===== src/rtl/rfb_pkg.sv =====
// Shared types, codes and constants for the rotated framebuffer block.
// Holds the input and result beat structs and the dirty rectangle struct.
// No dependencies.
`timescale 1ns / 1ps

package rfb_pkg;

  localparam int COORD_W = 10;
  localparam int PIX_W   = 16;

  typedef logic [COORD_W-1:0] coord_t;
  typedef logic [PIX_W-1:0]   pixel_t;

  localparam logic [1:0] OP_WRITE = 2'd0;
  localparam logic [1:0] OP_FLUSH = 2'd1;
  localparam logic [1:0] OP_READ  = 2'd2;

  localparam logic [1:0] STATUS_OK    = 2'd0;
  localparam logic [1:0] STATUS_OOB   = 2'd1;
  localparam logic [1:0] STATUS_EMPTY = 2'd2;

  localparam logic [1:0] REG_PHYS_WIDTH  = 2'd0;
  localparam logic [1:0] REG_PHYS_HEIGHT = 2'd1;
  localparam logic [1:0] REG_ORIENTATION = 2'd2;

  localparam coord_t     PHYS_WIDTH_RST  = 10'd320;
  localparam coord_t     PHYS_HEIGHT_RST = 10'd240;
  localparam logic [1:0] ORIENT_RST      = 2'd0;

  typedef struct packed {
    logic [1:0] op;
    logic [9:0] pos_x;
    logic [9:0] pos_y;
    logic [7:0] red;
    logic [7:0] green;
    logic [7:0] blue;
  } in_item_t;

  typedef struct packed {
    logic [1:0]  status;
    logic        changed;
    logic [8:0]  rect_left;
    logic [8:0]  rect_top;
    logic [9:0]  rect_right;
    logic [9:0]  rect_bottom;
    logic [19:0] byte_count;
    logic [15:0] pixel_word;
  } out_item_t;

  typedef struct packed {
    logic        valid;
    coord_t      min_x;
    coord_t      max_x;
    coord_t      min_y;
    coord_t      max_y;
    logic [19:0] bytes;
  } dirty_rect_t;

  // Five bits of red, six of green and five of blue.
  function automatic pixel_t pack_rgb565(input logic [7:0] r, input logic [7:0] g,
                                         input logic [7:0] b);
    return {r[7:3], g[7:2], b[7:3]};
  endfunction

endpackage


===== src/rtl/rfb_wrap.sv =====
// Iterative remainder unit: wraps one coordinate modulo the logical size.
// Restoring division, two quotient bits per cycle. Depends on rfb_pkg.
`timescale 1ns / 1ps

module rfb_wrap import rfb_pkg::*; (
  input  logic   clk,
  input  logic   rst_n,
  input  logic   start_i,
  input  coord_t dividend_i,
  input  coord_t divisor_i,
  output logic   done_o,
  output coord_t rem_o
);

  localparam int STEPS = COORD_W / 2;
  localparam int CW    = $clog2(STEPS + 1);

  logic [CW-1:0] cnt_r;
  coord_t        num_r, div_r, rem_r;
  coord_t        num_nxt, rem_nxt;

  always_comb begin
    logic [COORD_W:0] t;
    coord_t r;
    coord_t n;
    r = rem_r;
    n = num_r;
    for (int i = 0; i < 2; i++) begin
      t = {r, n[COORD_W-1]};
      n = {n[COORD_W-2:0], 1'b0};
      if (t >= {1'b0, div_r}) begin
        t = t - {1'b0, div_r};
      end
      r = t[COORD_W-1:0];
    end
    rem_nxt = r;
    num_nxt = n;
  end

  always_ff @(posedge clk) begin
    if (!rst_n) begin
      cnt_r <= '0;
    end else if (start_i) begin
      cnt_r <= CW'(STEPS);
    end else if (cnt_r != '0) begin
      cnt_r <= cnt_r - 1'b1;
    end
  end

  always_ff @(posedge clk) begin
    if (start_i) begin
      num_r <= dividend_i;
      div_r <= divisor_i;
      rem_r <= '0;
    end else if (cnt_r != '0) begin
      num_r <= num_nxt;
      rem_r <= rem_nxt;
    end
  end

  assign done_o = (cnt_r == '0);
  assign rem_o  = rem_r;

endmodule


===== config.mk =====
export PLATFORM = sky130hd
export DESIGN_NAME = rfb_wrap
export DESIGN_NICKNAME = d
export VERILOG_FILES = /design/src/rtl/rfb_pkg.sv /design/src/rtl/rfb_wrap.sv
export SDC_FILE = /design/constraint.sdc
export NUM_CORES = 1
export LEC_CHECK = 0
export BUFFER_PORTS_ARGS = -buffer_cell sky130_fd_sc_hd__buf_2
export CORE_MARGIN = 3
export CORE_UTILIZATION = 38
export DETAILED_ROUTE_END_ITERATION = 8
export REMOVE_ABC_BUFFERS = 1
export SKIP_CTS_REPAIR_TIMING = 1
export SYNTH_ARGS = -nofsm -noshare
export SYNTH_HDL_FRONTEND = slang
export SYNTH_SLANG_ARGS = --single-unit

===== constraint.sdc =====
create_clock -name clk -period 5.5 [get_ports clk]
set_clock_uncertainty 0.1 [all_clocks]
set_input_delay 0.55 -clock clk [delete_from_list [all_inputs] [get_ports clk]]
set_output_delay 0.55 -clock clk [all_outputs]
set_load 0.03 [all_outputs]

Yosys cells after proc, flatten, opt, wreduce, memory -nomap -nowiden
Cells that the tools add are included.
Word-level totals
  bits in registers: 33
  input bits: 23
  output and inout port bits: 11
  logic and storage cells: 21
Operators by class
  $add $sub $neg: 3
  magnitude comparators: 2
  muxes and demuxes: 6
  bitwise operators: 1
  reduce and logical (&&, ||, !) cells: 4
Operator list (number)
  $mux W10: 4
  $ge A11 B10 Y1: 2
  $sub A10 B10 Y10: 2
  $mux W3: 2
  $logic_not A3 Y1: 1
  $reduce_bool A3 Y1: 1
  $sub A3 B1 Y3 const B: 1
  $reduce_bool A2 Y1: 1
  $reduce_or A2 Y1: 1
  $not A1 Y1: 1

Logic depth before layout (Yosys ltp)
Gate-level depths: netlist of the first run.
  depth after elaboration: 4
  gate-level depth with buffers: 17
  mapped depth without buffers: 16

Least setup slack after synthesis of the first run
OpenSTA, ideal clock, no wires.
  path type: reg-to-reg
  start: register rem_r[3] (netlist: rem_o[3])
  end: register rem_r[3] (netlist: rem_o[3])
  library setup time: 0.086 ns
  arrival: 4.060 ns
  data required time: 5.314 ns
  path slack: 1.255 ns
  stages on the path, launching flop included: 16
  path buffers: 1
  period minus slack after synthesis: 4.245 ns
  cells stage by stage: dfxtp_1 > ha_1 > nand4_1 > nor3_1 > or4_1 > o32ai_4 > mux2_2 > ha_1 > a21o_1 > a21o_1 > a21o_1 > o21a_1 > or3_4 > buf_6 > mux2i_1 > a211oi_1
Between the ends
  word-level cells in the longest chain between the ends: 4
  elaborated cells between the ends (all ways): 6
  classes of those cells: 2 x add/sub; 2 x order compare; 2 x mux
RTL lines
  start: declaration: line rfb_wrap.sv:19  | coord_t num_r, div_r, rem_r;
  start signal: assignment: line rfb_wrap.sv:57  | rem_r <= rem_nxt;
  $ge A11 B10 Y1 / $sub A10 B10 Y10 (equally long branches): line rfb_wrap.sv:31, rfb_wrap.sv:32
  $mux W10 *: line rfb_wrap.sv:31  | if (t >= {1'b0, div_r}) begin
  $sub A10 B10 Y10 / $ge A11 B10 Y1 (equally long branches): line rfb_wrap.sv:32, rfb_wrap.sv:31
  $mux W10 *: line rfb_wrap.sv:31
Every way passes the cells marked *; elsewhere a longest branch is shown, timed or not.
A chain may end at the register's enable or synchronous reset.

Worst setup path after layout of the first run
  start: register div_r[5]
  end: register rem_r[0] (netlist: rem_o[0])
Between the ends
  word-level cells in the longest chain between the ends: 4
  elaborated cells between the ends (all ways): 5
  classes of those cells: 1 x add/sub; 2 x order compare; 2 x mux
RTL lines
  start: declaration: line rfb_wrap.sv:19
  start signal: assignment: line rfb_wrap.sv:53  | div_r <= divisor_i;
  $sub A10 B10 Y10 / $ge A11 B10 Y1 (equally long branches): line rfb_wrap.sv:32, rfb_wrap.sv:31
  $mux W10: line rfb_wrap.sv:31
  $ge A11 B10 Y1 *: line rfb_wrap.sv:31
  $mux W10 *: line rfb_wrap.sv:31
Marked as above.

==> flow_summary.toml, run 1 <==
[status]
outcome = "complete, no violations"

[global_routing]
grt_pass1_wl_mm = 8.54
grt_usage = 0.146
grt_pass1_vias = 1788
gr-total-overflow = 0
grt_max_degree = 35
antenna_found_initial = 0

[power]
leakagePower_uw = 0.00125
pwr-share-clk = 0.141
netSwitchingPower_uw = 732
power.density_nw_per_um2 = 607
pwr-share-seq = 0.214
power.total_uw = 1660
p_comb_frac = 0.644
intPower_uw = 930
ir_drop_uv = 238
p_sw_frac = 0.440

[yosys]
synth_area_per_cell_um2 = 10.2
synth_flop_cell = "edfxtp_1"
yosys-top-cells-count = "22 x ha_1, 21 x inv_1, 20 x edfxtp_1, 20 x nor2_1, 17 x mux2_2"
synth_most_common_cell = "ha_1"
yosys.area.top_type_share = 0.250
yosysTopAreaCell = "edfxtp_1"
async_reset_ff_frac = 0
synth-edff-count = 20
synthTopCellsByArea = "edfxtp_1 25%, ha_1 11%, dfxtp_1 11%"
synth_cell_types = 54
synth_cells = 235
syn_area_um2 = 2400
yosysWarningCount = 0
yosysSeqAreaShare = 0.358
ys_seq_elements = 33

[detailed_routing]
vias = 1815
drt_iter0_drc = 78
routedWlPerCell_um = 14.6
post-route-drc-count = 0
routed_wl_mm = 5.02
firstDrtPassIters = 4
ant_nets = 0
viasPerCell = 5.28

[worst_setup_path]
cp.required_ns = 5.61
cp_common_cell = "ha_1"
crit_path_start_kind = "flop"
critical_path_arrival_ns = 4.63
crit_fanout = 13
path_class = "reg -> reg"
path_cells = "inv_1 -> ha_1 -> nand4_1 -> nor3_1 -> or4_1 -> o32ai_4 -> mux2_2 -> ha_1 -> a21o_1 -> a21oi_1 -> a21boi_0 -> o21a_1 -> or3_4 -> and3_1 -> nor4_2"
critical-path-slowest-cell = "or4_1"
startpoint = "div_r[5]"
critPathMaxStageDelay_ns = 0.52
r2r-start = "div_r[5]"
critical-path-top-delay-family = "simple AND/OR/NAND/NOR gates"
endpoint_kind = "flop"
worst-path-buf-inv = 1

[cts]
clk_pin_slew_ns = 0.08
numClockSinks = 33
clock_latency_ns = 0.29
cts_buffers = 5
clock_path_buffers = 2
tritoncts = "done"
htreeDepth = 2
root_buffer = "clkbuf_8"

[placement]
placed_area_um2 = 2630
dp_hpwl_mm = 3.82
portBuffers = 33
dpl.cell_count = 336
place.gp.congestion = 0.782
place_ws_ns = 0.936

[floorplanning]
initial_core_util = 0.399
rows = 28
top_level_ports = 34
die_area_um2 = 7310
dieWidth_um = 85.5
die_h_um = 85.5
core_area_um2 = 6030

[flow_run]
maxCapViolCount = 0

[worst_hold_path]
hold_path.class = "in -> reg"
min_from = "divisor_i[3]"

[layout]
fillers = 599
multi_input_area_um2 = 1430
regArea_um2 = 861
area_delta_synth_final_pct = 14.0
design_area_um2 = 2740
drive_gt1_frac = 0.245
final_nets = 315
final_cells = 344
diodes = 0

[timing]
rsz0062_at_grt = "false"
fin_ws_ns = 0.974
max-slew-margin-rel = 0.519
worstMarginPinSlew_ns = 0.722
hold_viol_final = 0
fin_tns_setup_ns = 0
timing.fmax_mhz = 221
setup_viol = 0
post-route-period-util = 0.823
min_period_ns = 4.53
final_max_slew_viol_count = 0
[cell type report]
type	count	area share
multi-input cells	174	0.522
flip-flops and latches	33	0.314
repair buffers	33	0.0603
well taps	75	0.0343
inverters	21	0.0288
clock buffers	5	0.0251
clock inverters	3	0.0151
[power by group through the flow]
| stage | clock network, µW | logic, µW | registers [µW] |
|---|---|---|---|
| 4_1_cts | 241 | 1080 | 357 |
| 5_1_grt | 251 | 1200 | 365 |
| 2_1_floorplan | 0 | 800 | 408 |
| 3_5_place_dp | 0 | 1070 | 363 |
| 3_3_place_gp | 0 | 1080 | 363 |
| 6_report | 235 | 1070 | 356 |
[per-stage QoR]
step | hold slack (ns) | util
final | 0.328 | 0.454
after global routing | 0.317 | 0.454
after CTS | 0.322 | 0.454
after detailed placement | 0.396 | 0.436
after global placement | 0.392 | 0.436
after floorplan | 0.375 | -
[cells in the final DEF (no fill, tap or decap), types with 5 or more instances in the layout]
cell type | synthesis | routed
a211oi_1 | 5 | 5
ha_1 | 22 | 22
edfxtp_1 | 20 | 20
a21o_1 | 8 | 8
buf_2 | 0 | 33
o21a_1 | 7 | 7
o21ai_0 | 8 | 8
inv_1 | 21 | 21
nand2_1 | 6 | 6
clkbuf_8 | 0 | 5
xnor2_1 | 7 | 7
mux2i_1 | 5 | 5
mux2_2 | 17 | 17
nor3_1 | 5 | 5
dfxtp_1 | 13 | 13
a21oi_1 | 9 | 9
nor2_1 | 20 | 20
[cells by family after synthesis]
family          Yosys count  share of synthesized area
flops                    33                      0.358
simple gates             56                      0.126
fa+ha+maj                24                      0.131
mux                      22                      0.101
xor+xnor                 11                     0.0401
buf+inv                  28                     0.0469
compound gates           61                      0.197
[state kept, by name (all words and copies together) (netlist names)]
| register | cells |
|---|---|
| num_r | 10 |
| cnt_r | 3 |
| rem_o | 10 |
| div_r | 10 |
[final timing paths]
path	endpoint	slack, ns	depth (start not counted)
worst max-delay path	rem_o[0]	0.97	15
worst min-delay path	div_r[3]	0.33	1
worst max register to register	rem_o[0]	0.97	15
worst min register to register	rem_o[8]	0.40	2
[worst reg2reg max path, delay by kind of cell, from the launching register on]
family | cells | cell delay, ns
simple gates | 6 | 1.70
fa+ha+maj | 2 | 0.63
flops | 1 | 0.36
compound gates | 5 | 1.14
mux | 1 | 0.42
buf+inv | 1 | 0.09
[per-layer routing]
| metal | GRT usage | vias up | share of wire | wire length, µm |
|---|---|---|---|---|
| li1 | - | 943 | - | - |
| met1 | 0.200 | 831 | 0.49 | 2460 |
| met2 | 0.232 | 39 | 0.45 | 2280 |
| met3 | 0.0355 | 2 | 0.050 | 252 |
| met4 | 0.0360 | 0 | 0.0050 | 25 |
| met5 | 0 | - | 0 | 0 |
Note: power is estimated with default switching activity, not from simulation.
==> run 2: changes to the inputs <==
==> constraint.sdc (replaced) <==
create_clock -name clk -period 3.85 [get_ports clk]
set_clock_uncertainty 0.1 [all_clocks]
set_input_delay 0.385 -clock clk [delete_from_list [all_inputs] [get_ports clk]]
set_output_delay 0.385 -clock clk [all_outputs]
set_load 0.03 [all_outputs]
==> flow_summary.toml, run 2 (synthesized netlist as in run 1, its figures left out) <==
[status]
outcome = "finished, violations left"
violations = "negative setup slack"

[floorplanning]
initial_core_util = 0.399
dieWidth_um = 85.5
rows = 28
die_area_um2 = 7310
top_level_ports = 34
core_area_um2 = 6030
die_h_um = 85.5

[worst_setup_path]
cp_common_cell = "a21o_1"
cp.required_ns = 3.94
endpoint_kind = "flop"
path_cells = "inv_2 -> ha_4 -> a21oi_2 -> inv_2 -> or4_4 -> o32ai_4 -> buf_4 -> mux2_4 -> ha_4 -> a21o_1 -> a21o_1 -> a21o_1 -> o21a_1 -> or3_4 -> nand2b_4 -> a311oi_1"
path_class = "reg -> reg"
critPathMaxStageDelay_ns = 0.49
critical_path_arrival_ns = 4.18
worst-path-buf-inv = 3
critical-path-slowest-cell = "or4_4"
regToRegSetupSlack_ns = -0.24
crit_cells = 16
crit_path_start_kind = "flop"
critical-path-top-delay-family = "compound AO/OA/AOI/OAI gates"
crit_fanout = 7
worstRegToRegCells = 16

[cts]
clk_pin_slew_ns = 0.08
root_buffer = "clkbuf_8"
clock_path_buffers = 2
htreeDepth = 2
clock_latency_ns = 0.28
numClockSinks = 33
tritoncts = "done"
cts_buffers = 5

[power]
netSwitchingPower_uw = 1350
intPower_uw = 1870
power.total_uw = 3220
power.density_nw_per_um2 = 908
leakagePower_uw = 0.00162
p_comb_frac = 0.768
pwr-share-seq = 0.153
p_sw_frac = 0.418
pwr-share-clk = 0.079
ir_drop_uv = 363

[global_routing]
top_usage_layer = "met2"
grt_usage = 0.166
grt_pass1_wl_mm = 9.78
grt_max_degree = 35
use_met3 = 0.0317
antenna_found_initial = 0
grt.met1_usage = 0.225
grt_pass1_vias = 2143
gr-total-overflow = 0
grt_use_met2 = 0.270

[timing]
rsz0062_at_grt = "true"
setup_viol = 10
max-slew-margin-rel = 0.467
post-route-period-util = 1.06
fin_ws_ns = -0.237
final_max_slew_viol_count = 0
hold_viol_final = 0
timing.fmax_mhz = 245
min_period_ns = 4.09
worstMarginPinSlew_ns = 0.799

[layout]
final_nets = 389
finish.utilization = 0.588
diodes = 0
area_delta_synth_final_pct = 47.6
drive_gt1_frac = 0.536
layout_commonest_cell = "buf_4"
layout_common_cells = "72 x buf_4, 33 x buf_2, 20 x nor2_1, 20 x edfxtp_1, 14 x inv_1"

[detailed_routing]
ant_nets = 0
routed_wl_mm = 6.49
viasPerCell = 5.15
vias = 2154
firstDrtPassIters = 4
post-route-drc-count = 0
routedWlPerCell_um = 15.5
drt_iter0_drc = 63

[placement]
portBuffers = 33
place.gp.congestion = 0.804
dp_hpwl_mm = 4.64

[flow_run]
maxCapViolCount = 0

[worst_hold_path]
holdPathStages = 1
hold_path.class = "in -> reg"
[run 2: through the flow]
step / setup WS, ns / instance area, µm² / hold WS, ns / std cells / TNS [ns]
detailed placement: -0.451 / 3090 / 0.399 / 398 / -3.83
global route: -0.400 / 3550 / 0.160 / 418 / -3.00
floorplan: -0.431 / 2370 / 0.354 / 228 / -3.15
global placement: -0.367 / 3090 / 0.390 / 398 / -3.00
finish: -0.237 / 3550 / 0.173 / 418 / -1.66
CTS: -0.479 / 3170 / 0.168 / 406 / -4.07
[run 2: cell type report]
class / instances / area, µm²
Multi-Input combinational cell: 175 / 1710
Clock buffer: 5 / 68.8
Clock inverter: 3 / 12.5
Timing Repair Buffer: 106 / 717
Fill cell: 509 / 2480
Sequential cell: 33 / 861
Inverter: 21 / 78.8
Tap cell: 75 / 93.8
[run 2: final timing paths]
kind,startpoint,to
worst max-delay path,div_r[8],rem_o[7]
worst min-delay path,divisor_i[7],div_r[7]
worst max register to register,div_r[8],rem_o[7]
worst min register to register,cnt_r[1],cnt_r[1]
[run 2: routing by layer]
metal	vias to the layer above	routed length [µm]
met3	11	220
met1	1013	3090
li1	1089	-
met2	41	3050
met4	0	132
met5	-	0
[run 2: power groups by stage]
stage                     Combinational, µW  Sequential (µW)  Clock [µW]
after floorplan                        1140              583           0
after global placement                 1920              492           0
after detailed placement               1920              493           0
after CTS                              1940              485         263
after global routing                   2680              500         275
final                                  2470              494         254
