## src/rtl/rfb_pkg.sv

```systemverilog
// Shared types, codes and constants for the rotated framebuffer block.
// Holds the input and result beat structs and the dirty rectangle struct.
// No dependencies.
`timescale 1ns / 1ps

package rfb_pkg;

  localparam int COORD_W = 10;
  localparam int PIX_W   = 16;

  typedef logic [COORD_W-1:0] coord_t;
  typedef logic [PIX_W-1:0]   pixel_t;

  localparam logic [1:0] OP_WRITE = 2'd0;
  localparam logic [1:0] OP_FLUSH = 2'd1;
  localparam logic [1:0] OP_READ  = 2'd2;

  localparam logic [1:0] STATUS_OK    = 2'd0;
  localparam logic [1:0] STATUS_OOB   = 2'd1;
  localparam logic [1:0] STATUS_EMPTY = 2'd2;

  localparam logic [1:0] REG_PHYS_WIDTH  = 2'd0;
  localparam logic [1:0] REG_PHYS_HEIGHT = 2'd1;
  localparam logic [1:0] REG_ORIENTATION = 2'd2;

  localparam coord_t     PHYS_WIDTH_RST  = 10'd320;
  localparam coord_t     PHYS_HEIGHT_RST = 10'd240;
  localparam logic [1:0] ORIENT_RST      = 2'd0;

  typedef struct packed {
    logic [1:0] op;
    logic [9:0] pos_x;
    logic [9:0] pos_y;
    logic [7:0] red;
    logic [7:0] green;
    logic [7:0] blue;
  } in_item_t;

  typedef struct packed {
    logic [1:0]  status;
    logic        changed;
    logic [8:0]  rect_left;
    logic [8:0]  rect_top;
    logic [9:0]  rect_right;
    logic [9:0]  rect_bottom;
    logic [19:0] byte_count;
    logic [15:0] pixel_word;
  } out_item_t;

  typedef struct packed {
    logic        valid;
    coord_t      min_x;
    coord_t      max_x;
    coord_t      min_y;
    coord_t      max_y;
    logic [19:0] bytes;
  } dirty_rect_t;

  // Five bits of red, six of green and five of blue.
  function automatic pixel_t pack_rgb565(input logic [7:0] r, input logic [7:0] g,
                                         input logic [7:0] b);
    return {r[7:3], g[7:2], b[7:3]};
  endfunction

endpackage

```

## src/rtl/rfb_dirty.sv

```systemverilog
// Dirty rectangle tracker with a registered byte count of its area.
// Widens on changed pixels, empties on flush. Depends on rfb_pkg.
`timescale 1ns / 1ps

module rfb_dirty import rfb_pkg::*; #(
  parameter coord_t RST_MAX_X = 10'd319,
  parameter coord_t RST_MAX_Y = 10'd239
) (
  input  logic        clk,
  input  logic        rst_n,
  input  logic        upd_i,
  input  logic        clr_i,
  input  coord_t      x_i,
  input  coord_t      y_i,
  output dirty_rect_t rect_o
);

  logic        valid_r;
  coord_t      min_x_r, max_x_r, min_y_r, max_y_r;
  coord_t      w, h;
  logic [19:0] area_r;

  always_ff @(posedge clk) begin
    if (!rst_n) begin
      valid_r <= 1'b1;
      min_x_r <= '0;
      max_x_r <= RST_MAX_X;
      min_y_r <= '0;
      max_y_r <= RST_MAX_Y;
    end else if (clr_i) begin
      valid_r <= 1'b0;
      min_x_r <= '0;
      max_x_r <= '0;
      min_y_r <= '0;
      max_y_r <= '0;
    end else if (upd_i) begin
      valid_r <= 1'b1;
      if (!valid_r) begin
        min_x_r <= x_i;
        max_x_r <= x_i;
        min_y_r <= y_i;
        max_y_r <= y_i;
      end else begin
        if (x_i < min_x_r) min_x_r <= x_i;
        if (x_i > max_x_r) max_x_r <= x_i;
        if (y_i < min_y_r) min_y_r <= y_i;
        if (y_i > max_y_r) max_y_r <= y_i;
      end
    end
  end

  assign w = max_x_r - min_x_r + 1'b1;
  assign h = max_y_r - min_y_r + 1'b1;

  // The area is registered from the bounds; a flush reads it in S_FLUSH.
  always_ff @(posedge clk) begin
    area_r <= {10'd0, w} * {10'd0, h};
  end

  assign rect_o = '{valid: valid_r, min_x: min_x_r, max_x: max_x_r,
                    min_y: min_y_r, max_y: max_y_r, bytes: {area_r[18:0], 1'b0}};

endmodule

```

## config.mk

```make
export PLATFORM = sky130hd
export DESIGN_NAME = rfb_dirty
export DESIGN_NICKNAME = d
export VERILOG_FILES = /design/src/rtl/rfb_pkg.sv /design/src/rtl/rfb_dirty.sv
export SDC_FILE = /design/constraint.sdc
export NUM_CORES = 1
export LEC_CHECK = 0
export BUFFER_PORTS_ARGS = -buffer_cell sky130_fd_sc_hd__buf_2
export CAP_MARGIN = 20
export CORE_UTILIZATION = 50
export CTS_BUF_LIST = sky130_fd_sc_hd__clkbuf_8
export DETAILED_ROUTE_END_ITERATION = 10
export GPL_TIMING_DRIVEN = 0
export HOLD_SLACK_MARGIN = 0.06
export PLACE_DENSITY = 0.7
export SYNTH_ARGS = -nofsm -noshare
export SYNTH_HDL_FRONTEND = slang
export SYNTH_SLANG_ARGS = --single-unit
```

## constraint.sdc

```tcl
create_clock -name clk -period 13 [get_ports clk]
set_clock_uncertainty 0.05 [all_clocks]
set_input_delay 2.6 -clock clk [delete_from_list [all_inputs] [get_ports clk]]
set_output_delay 2.6 -clock clk [all_outputs]
set_load 0.01 [all_outputs]
```

After elaboration in Yosys (flattened, before gate mapping)
Cells that the tools add are included.

cells by class
  reduce and logical (&&, ||, !) cells = 8
  bitwise logic cells = 1
  add/sub/neg operators = 4
  eq/ne operators = 6
  magnitude comparators = 4
  multiply operators = 1
  muxes and demuxes = 14

operators by type and width
  operator               number
  $mux 10                8
  $add 10x1->10 const B  2
  $gt 10x10->1           2
  $lt 10x10->1           2
  $sub 10x10->10         2
  $mul 10x10->19         1
  $mux 9                 2
  $mux 8                 2
  $reduce_and 2->1       6
  $ne 2x1->1 const B     4
  $ne 3x2->1 const B     2
  $mux 1                 2
  $reduce_bool 2->1      1
  $reduce_or 2->1        1
  $not 1->1              1

word-level totals
  output and inout bits = 61
  word-level logic and storage cells = 46
  input bits = 24
  register bits = 60

Depth between registers and ports, before layout
Gate-level depths: netlist of run 1.

  depth in word-level cells = 5
  gate-level depth with buffers = 29

Worst setup path after synthesis of run 1
OpenSTA, ideal clock, no wires.

  kind = reg2reg
  start = register max_y_r[1]
  end = register area_r[18]
  period minus slack after synthesis = 7.027 ns
  path slack = 5.973 ns
  data arrival time = 6.847 ns
  cell stages (with the launch flop) = 29
  cells stage by stage = dfxtp_1 -> inv_1 -> ha_1 -> inv_1 -> ha_1 -> inv_1 -> fa_1 -> nor2b_1 -> o2111a_1 -> a2111oi_4 -> a21oi_2 -> xor2_1 -> nand2_1 -> fa_1 -> fa_1 -> inv_1 -> fa_1 -> fa_1 -> inv_1 -> fa_1 -> inv_1 -> ha_1 -> a2111oi_2 -> nor2b_1 -> a211oi_1 -> nand4_1 -> a31oi_1 -> a31oi_2 -> xnor3_1

between the ends
  cells in the longest elaborated chain, start to end = 3

ends and longest elaborated chain
  what                    line             text
  start, declared         rfb_dirty.sv:19  coord_t min_x_r, max_x_r, min_y_r, max_y_r;
  start signal, assigned  rfb_dirty.sv:42  max_y_r <= y_i;
  start signal, assigned  rfb_dirty.sv:47  if (y_i > max_y_r) max_y_r <= y_i;
  $sub 10x10->10          rfb_dirty.sv:53  assign h = max_y_r - min_y_r + 1'b1;
  $add 10x1->10           rfb_dirty.sv:53
  $mul 10x10->19          rfb_dirty.sv:57  area_r <= {10'd0, w} * {10'd0, h};
  end signal, assigned    rfb_dirty.sv:57
  end, declared           rfb_dirty.sv:21  logic [19:0] area_r;

Every way passes these cells.
A chain may end at the register's enable or synchronous reset.

Worst setup path after layout of run 1
Same ends and word-level chain as after synthesis.

==> impl_metrics.yaml, run 1 <==
floorplanning:
  die_x_um: 120
  dieArea_um2: 14300
  initial_utilization: 0.518
  ioPinCount: 85
  dieHeight_um: 120
  rows: 42
  core_area_um2: 13300
timing:
  period_needed_ns: 7.85
  min_period_over_period: 0.604
  relSlewSlack: 0.351
  fmax_ghz: 0.127
  setup_viol: 0
  finalMaxSlewViolations: 0
  tightest_slew_ns: 0.967
  finalHoldViolations: 0
  setup_tns_ns: 0
  rsz0062_at_grt: "false"
clocking:
  cts_tree: "built"
  clk_path_buf_depth: 2
  postCtsSetupBuffers: 0
  cts.clk_slew.worst_paths_ns: 0.08
  cts_max_level: 3
  clk_latency_ns: 0.37
  ctsHoldBuffers: 0
  numCtsBuffers: 9
  cts-resized-gates: 0
  cts_root_buf: "clkbuf_8"
  cts_sinks: 60
finish:
  fill_cells: 1225
  fin_nets: 1068
  antennaDiodeCount: 0
  syn2layout_area_growth_pct: 12.6
  fin_cells: 1037
  final_util: 0.584
  seqCellArea_um2: 1200
  drive_gt1_frac: 0.135
  multi_input_area_um2: 5190
synth:
  synth_compound_gate_area_share: 0.0976
  syn_nets: 974
  synth_xor_area_frac: 0.0590
  synth_top_family_by_area: "adder cells"
  synth-adder-area-share: 0.407
  yosysSeqAreaShare: 0.174
  synthCells: 763
  async_reset_ff_frac: 0
  synth_edf_count: 0
  synth.distinct_cells: 51
  yosysWarnings: 0
  avgSynthCellArea_um2: 9.07
  synthSimpleGateAreaFrac: 0.128
  synth_ff_type: "dfxtp_1"
  netlist_area_um2: 6920
  synth_seq_cells: 60
  synth_mux_area_frac: 0.0579
grt:
  overflow: 0
  grt_pass1_wl_mm: 25.8
  antenna_found_initial: 0
  grt_max_degree: 11
  grt_pass1_vias: 5456
  track_usage: 0.227
worst_setup_path:
  max_stage_delay_ns: 0.54
  criticalPathCategory: "flip-flop to flip-flop"
  critPathLaunchType: "flip-flop"
  worstPathRequired_ns: 13.21
  cp-end-kind: "flip-flop"
  cp_max_fo: 5
  cp_data_arrival_time_ns: 8.05
  cpMaxStageDelayCell: "fa_1"
min_path:
  hold_path_class: "flip-flop to flip-flop"
route:
  vias_per_cell: 5.17
  drc: 0
  avgRoutedWirePerCell_um: 14.2
  wirelength_mm: 14.7
  routed-via-count: 5360
  ant_nets: 0
  first_iter_violations: 268
  dr.pass1.iters: 4
placed_design:
  dp.cells: 1022
  routabilityCongestion: 0.874
  io_buffers: 83
  hpwl_mm: 11.8
run:
  drv_cap: 0
outcome:
  status: "finished clean"
## layer usage
layer	share of wire	global-route usage	up-vias
li1	-	-	2686
met1	0.46	0.288	2562
met2	0.49	0.381	94
met3	0.036	0.0518	18
met4	0.016	0.0742	0
met5	0	0	-
## cell usage after synthesis (2+ instances only)
master / count / area [um^2]
ha_1: 124 / 1550
inv_1: 123 / 462
nor2_1: 95 / 357
fa_1: 63 / 1260
dfxtp_1: 60 / 1200
mux2i_1: 40 / 400
nand2_1: 40 / 150
o21ai_0: 29 / 145
xnor2_1: 28 / 245
a21oi_1: 23 / 115
nand2b_1: 16 / 100
xor2_1: 16 / 140
nor2b_1: 12 / 75.1
a21o_1: 11 / 82.6
clkbuf_1: 7 / 26.3
nand4_1: 7 / 43.8
o21a_1: 7 / 52.6
and2_1: 6 / 37.5
o211ai_1: 5 / 37.5
and3_1: 4 / 25.0
buf_2: 4 / 20.0
nand3_1: 4 / 20.0
a31oi_1: 3 / 18.8
nand3b_1: 3 / 22.5
or2_2: 3 / 18.8
a2111oi_0: 2 / 17.5
a211oi_1: 2 / 15.0
a21oi_2: 2 / 17.5
buf_4: 2 / 15.0
## path summary, 6_finish.rpt
| path | depth (start not counted) | end | from | slack (ns) |
|---|---|---|---|---|
| worst min-delay path | 2 | min_y_r[8] | min_y_r[8] | 0.47 |
| worst max register to register | 28 | area_r[18] | max_y_r[1] | 5.15 |
| worst min register to register | 2 | min_y_r[8] | min_y_r[8] | 0.47 |
| worst max-delay path | 28 | area_r[18] | max_y_r[1] | 5.15 |
## placed cells by master, fill, tap and decap left out, types with 2 or more instances in the layout
cell type  instances
a2111oi_0          2
a211oi_1           2
a21o_1            11
a21oi_1           23
a21oi_2            2
a31oi_1            3
and2_1             6
and3_1             4
buf_2             87
buf_4              2
bufinv_16          3
clkbuf_1           7
clkbuf_8          10
clkinv_2           2
dfxtp_1           60
fa_1              63
ha_1             124
inv_1            123
mux2i_1           40
nand2_1           40
nand2b_1          16
nand3_1            4
nand3b_1           3
nand4_1            7
nor2_1            95
nor2b_1           12
o211ai_1           5
o21a_1             7
o21ai_0           29
or2_2              3
xnor2_1           28
xor2_1            16
## registers in the layout, summed over array words and instances (netlist names)
signal / count
max_x_r: 10
min_x_r: 10
area_r: 19
valid_r: 1
min_y_r: 10
max_y_r: 10
## per-stage QoR
step                      hold slack, ns  instance area, um^2  setup WS [ns]
after floorplan                    0.494                 6920           5.97
after global placement             0.443                 7550           5.30
after detailed placement           0.458                 7550           5.30
after CTS                          0.475                 7790           5.26
after global routing               0.504                 7790           4.83
final                              0.469                 7790           5.15
## cell families after synthesis
group,after synthesis
simple gates,195
fa+ha+maj,187
buf+inv,138
compound gates,97
flops,60
xor+xnor,45
mux,40
other cells,1
## critical path, delay by kind of cell, from the launching register on
kind	cells	cell delay [ns]
AO/OA/AOI/OAI	7	1.52
XOR/XNOR	2	0.79
adder cells (fa/ha/maj)	9	3.94
buffers and inverters	6	0.34
flip-flops	1	0.37
AND/OR/NAND/NOR	4	0.71
## final cells by class
type,count,area share
clock buffer,10,0.0177
buffer,15,0.00899
timing repair buffer,83,0.0533
multi-input combinational,565,0.666
sequential,60,0.154
inverter,123,0.0592
tap,176,0.0283
clock inverter,5,0.0128
Power of run 1 is left out: the tool's default activity adds up to more than one toggle a clock period on the data nets, which glitch-free logic cannot reach.
==> run 2, diff against run 1 <==
--- a/config.mk
+++ b/config.mk
@@ -12,7 +12,7 @@
 export DETAILED_ROUTE_END_ITERATION = 10
 export GPL_TIMING_DRIVEN = 0
 export HOLD_SLACK_MARGIN = 0.06
-export PLACE_DENSITY = 0.7
+export PLACE_DENSITY = 0.73
 export SYNTH_ARGS = -nofsm -noshare
 export SYNTH_HDL_FRONTEND = slang
 export SYNTH_SLANG_ARGS = --single-unit
==> constraint.sdc (replaced) <==
create_clock -name clk -period 6.8 [get_ports clk]
set_clock_uncertainty 0.05 [all_clocks]
set_input_delay 1.36 -clock clk [delete_from_list [all_inputs] [get_ports clk]]
set_output_delay 1.36 -clock clk [all_outputs]
set_load 0.01 [all_outputs]
==> run 2 against run 1 <==
  * The flow now finishes with violations (negative setup slack)
  * Global-route usage increased by 0.69 points
  * First-iteration DRC count increased by 24%
  * Clock-buffer cell count increased by 1
  * Highest routed layer unchanged
==> impl_metrics.yaml, run 2 (synthesis results as in run 1) <==
finish:
  syn2layout_area_growth_pct: 21.6
  regMostFlops: "area_r"
  final_common_cell: "inv_1"
  fin_nets: 1094
  antennaDiodeCount: 0
  drive_gt1_frac: 0.215
  final_cell_mix: "121 x inv_1, 118 x ha_1, 93 x nor2_1, 87 x buf_2, 60 x fa_1"
  fill_cells: 1114
  largest_register_ffs: 19
floorplanning:
  core_area_um2: 13300
  die_x_um: 120
  initial_utilization: 0.518
  dieHeight_um: 120
  rows: 42
  dieArea_um2: 14300
  ioPinCount: 85
timing:
  min_period_over_period: 1.01
  relSlewSlack: 0.458
  tightest_slew_ns: 0.811
  finalHoldViolations: 0
  finalMaxSlewViolations: 0
  period_needed_ns: 6.87
  setup_tns_ns: -0.0672
  layout_setup_ws_ns: -0.0672
  setup_viol: 1
  rsz0062_at_grt: "true"
  fmax_ghz: 0.146
route:
  first_iter_violations: 333
  ant_nets: 0
  wirelength_mm: 16.0
  routed-via-count: 5598
  avgRoutedWirePerCell_um: 15.1
  drc: 0
  vias_per_cell: 5.26
  dr.pass1.iters: 4
grt:
  overflow: 0
  grt_pass1_vias: 5609
  grt_pass1_wl_mm: 26.6
  grt_max_degree: 11
  track_usage: 0.234
  antenna_found_initial: 0
placed_design:
  routabilityCongestion: 0.866
  io_buffers: 83
  place_ws_ns: -0.760
  hpwl_mm: 12.1
worst_setup_path:
  cp_max_fo: 4
  critPathMostFrequentCell: "fa_1"
  cpMaxStageDelayCell: "fa_1"
  regToRegStartpoint: "max_y_r[1]"
  startpoint: "max_y_r[1]"
  critPathLaunchType: "flip-flop"
  criticalPathCategory: "flip-flop to flip-flop"
  cp_data_arrival_time_ns: 7.09
  cp-end-kind: "flip-flop"
  worstPathRequired_ns: 7.02
  max_stage_delay_ns: 0.54
min_path:
  hold_path_class: "flip-flop to flip-flop"
  worstHoldStart: "min_x_r[7]"
clocking:
  clk_latency_ns: 0.38
  cts_max_level: 3
  cts_tree: "built"
  cts.clk_slew.worst_paths_ns: 0.09
  numCtsBuffers: 9
  cts_sinks: 60
  clk_path_buf_depth: 2
  cts_root_buf: "clkbuf_8"
outcome:
  status: "finished with violations"
  violations: "negative setup slack"
run:
  drv_cap: 0
## run 2: changes by cell type in the layout (fill, tap and decap cells not counted), moves of 4 or more
cell,previous run,this run
buf_4,2,26
xor2_1,16,9
ha_1,124,118
xnor2_1,28,18
xnor2_2,0,6
ha_4,0,4
xnor2_4,0,4
xor2_2,0,5
## run 2: worst max-delay path, delay by kind of cell, from the launching register on
family	cells	cell delay (ns)
xor gates and xnor gates	2	0.42
DFF	1	0.35
AOI/OAI and AO/OA	7	1.21
and+or+nand+nor	4	0.65
buffers and inverters	7	0.49
adders and majority gates	9	3.58
## run 2: through the flow
step	hold WS, ns	area [um^2]	util	std cells
3_3_place_gp	0.449	7570	0.567	1022
6_report	0.479	8410	0.630	1064
2_1_floorplan	0.492	6930	-	763
3_5_place_dp	0.462	7570	0.567	1022
5_1_grt	0.528	8410	0.630	1064
4_1_cts	0.480	8080	0.605	1048
## run 2: final cells by class
class	instances	area, um^2	area share
multi-input cells	565	5580	0.663
flip-flops and latches	60	1200	0.143
repair buffers	109	627	0.0745
inverters	123	462	0.0549
well taps	176	220	0.0262
clock buffers	11	151	0.0180
clock inverters	5	98.8	0.0117
plain buffers	15	70.1	0.00833
## run 2: metal layers
layer | up-vias | GRT usage | share of wire | wire [um]
met5 | - | 0 | 0 | 0
met2 | 93 | 0.399 | 0.50 | 7960
met4 | 0 | 0.0695 | 0.015 | 236
li1 | 2740 | - | - | -
met3 | 15 | 0.0409 | 0.038 | 603
met1 | 2750 | 0.303 | 0.45 | 7220
## run 2: final timing paths
path	cells past startpoint	slack (ns)	endpoint
max reg2reg	29	-0.07	area_r[18]
min	2	0.48	min_x_r[7]
max	29	-0.07	area_r[18]
min reg2reg	2	0.48	min_x_r[7]
## run 2: repair_timing
action	4_1_cts	5_1_grt
hold buffers	0	0
resized for setup	29	36
pin swaps	16	22
setup endpoints to repair	8	7
gates cloned	0	0
setup buffers	11	17
Power of run 2 is left out for the same reason.
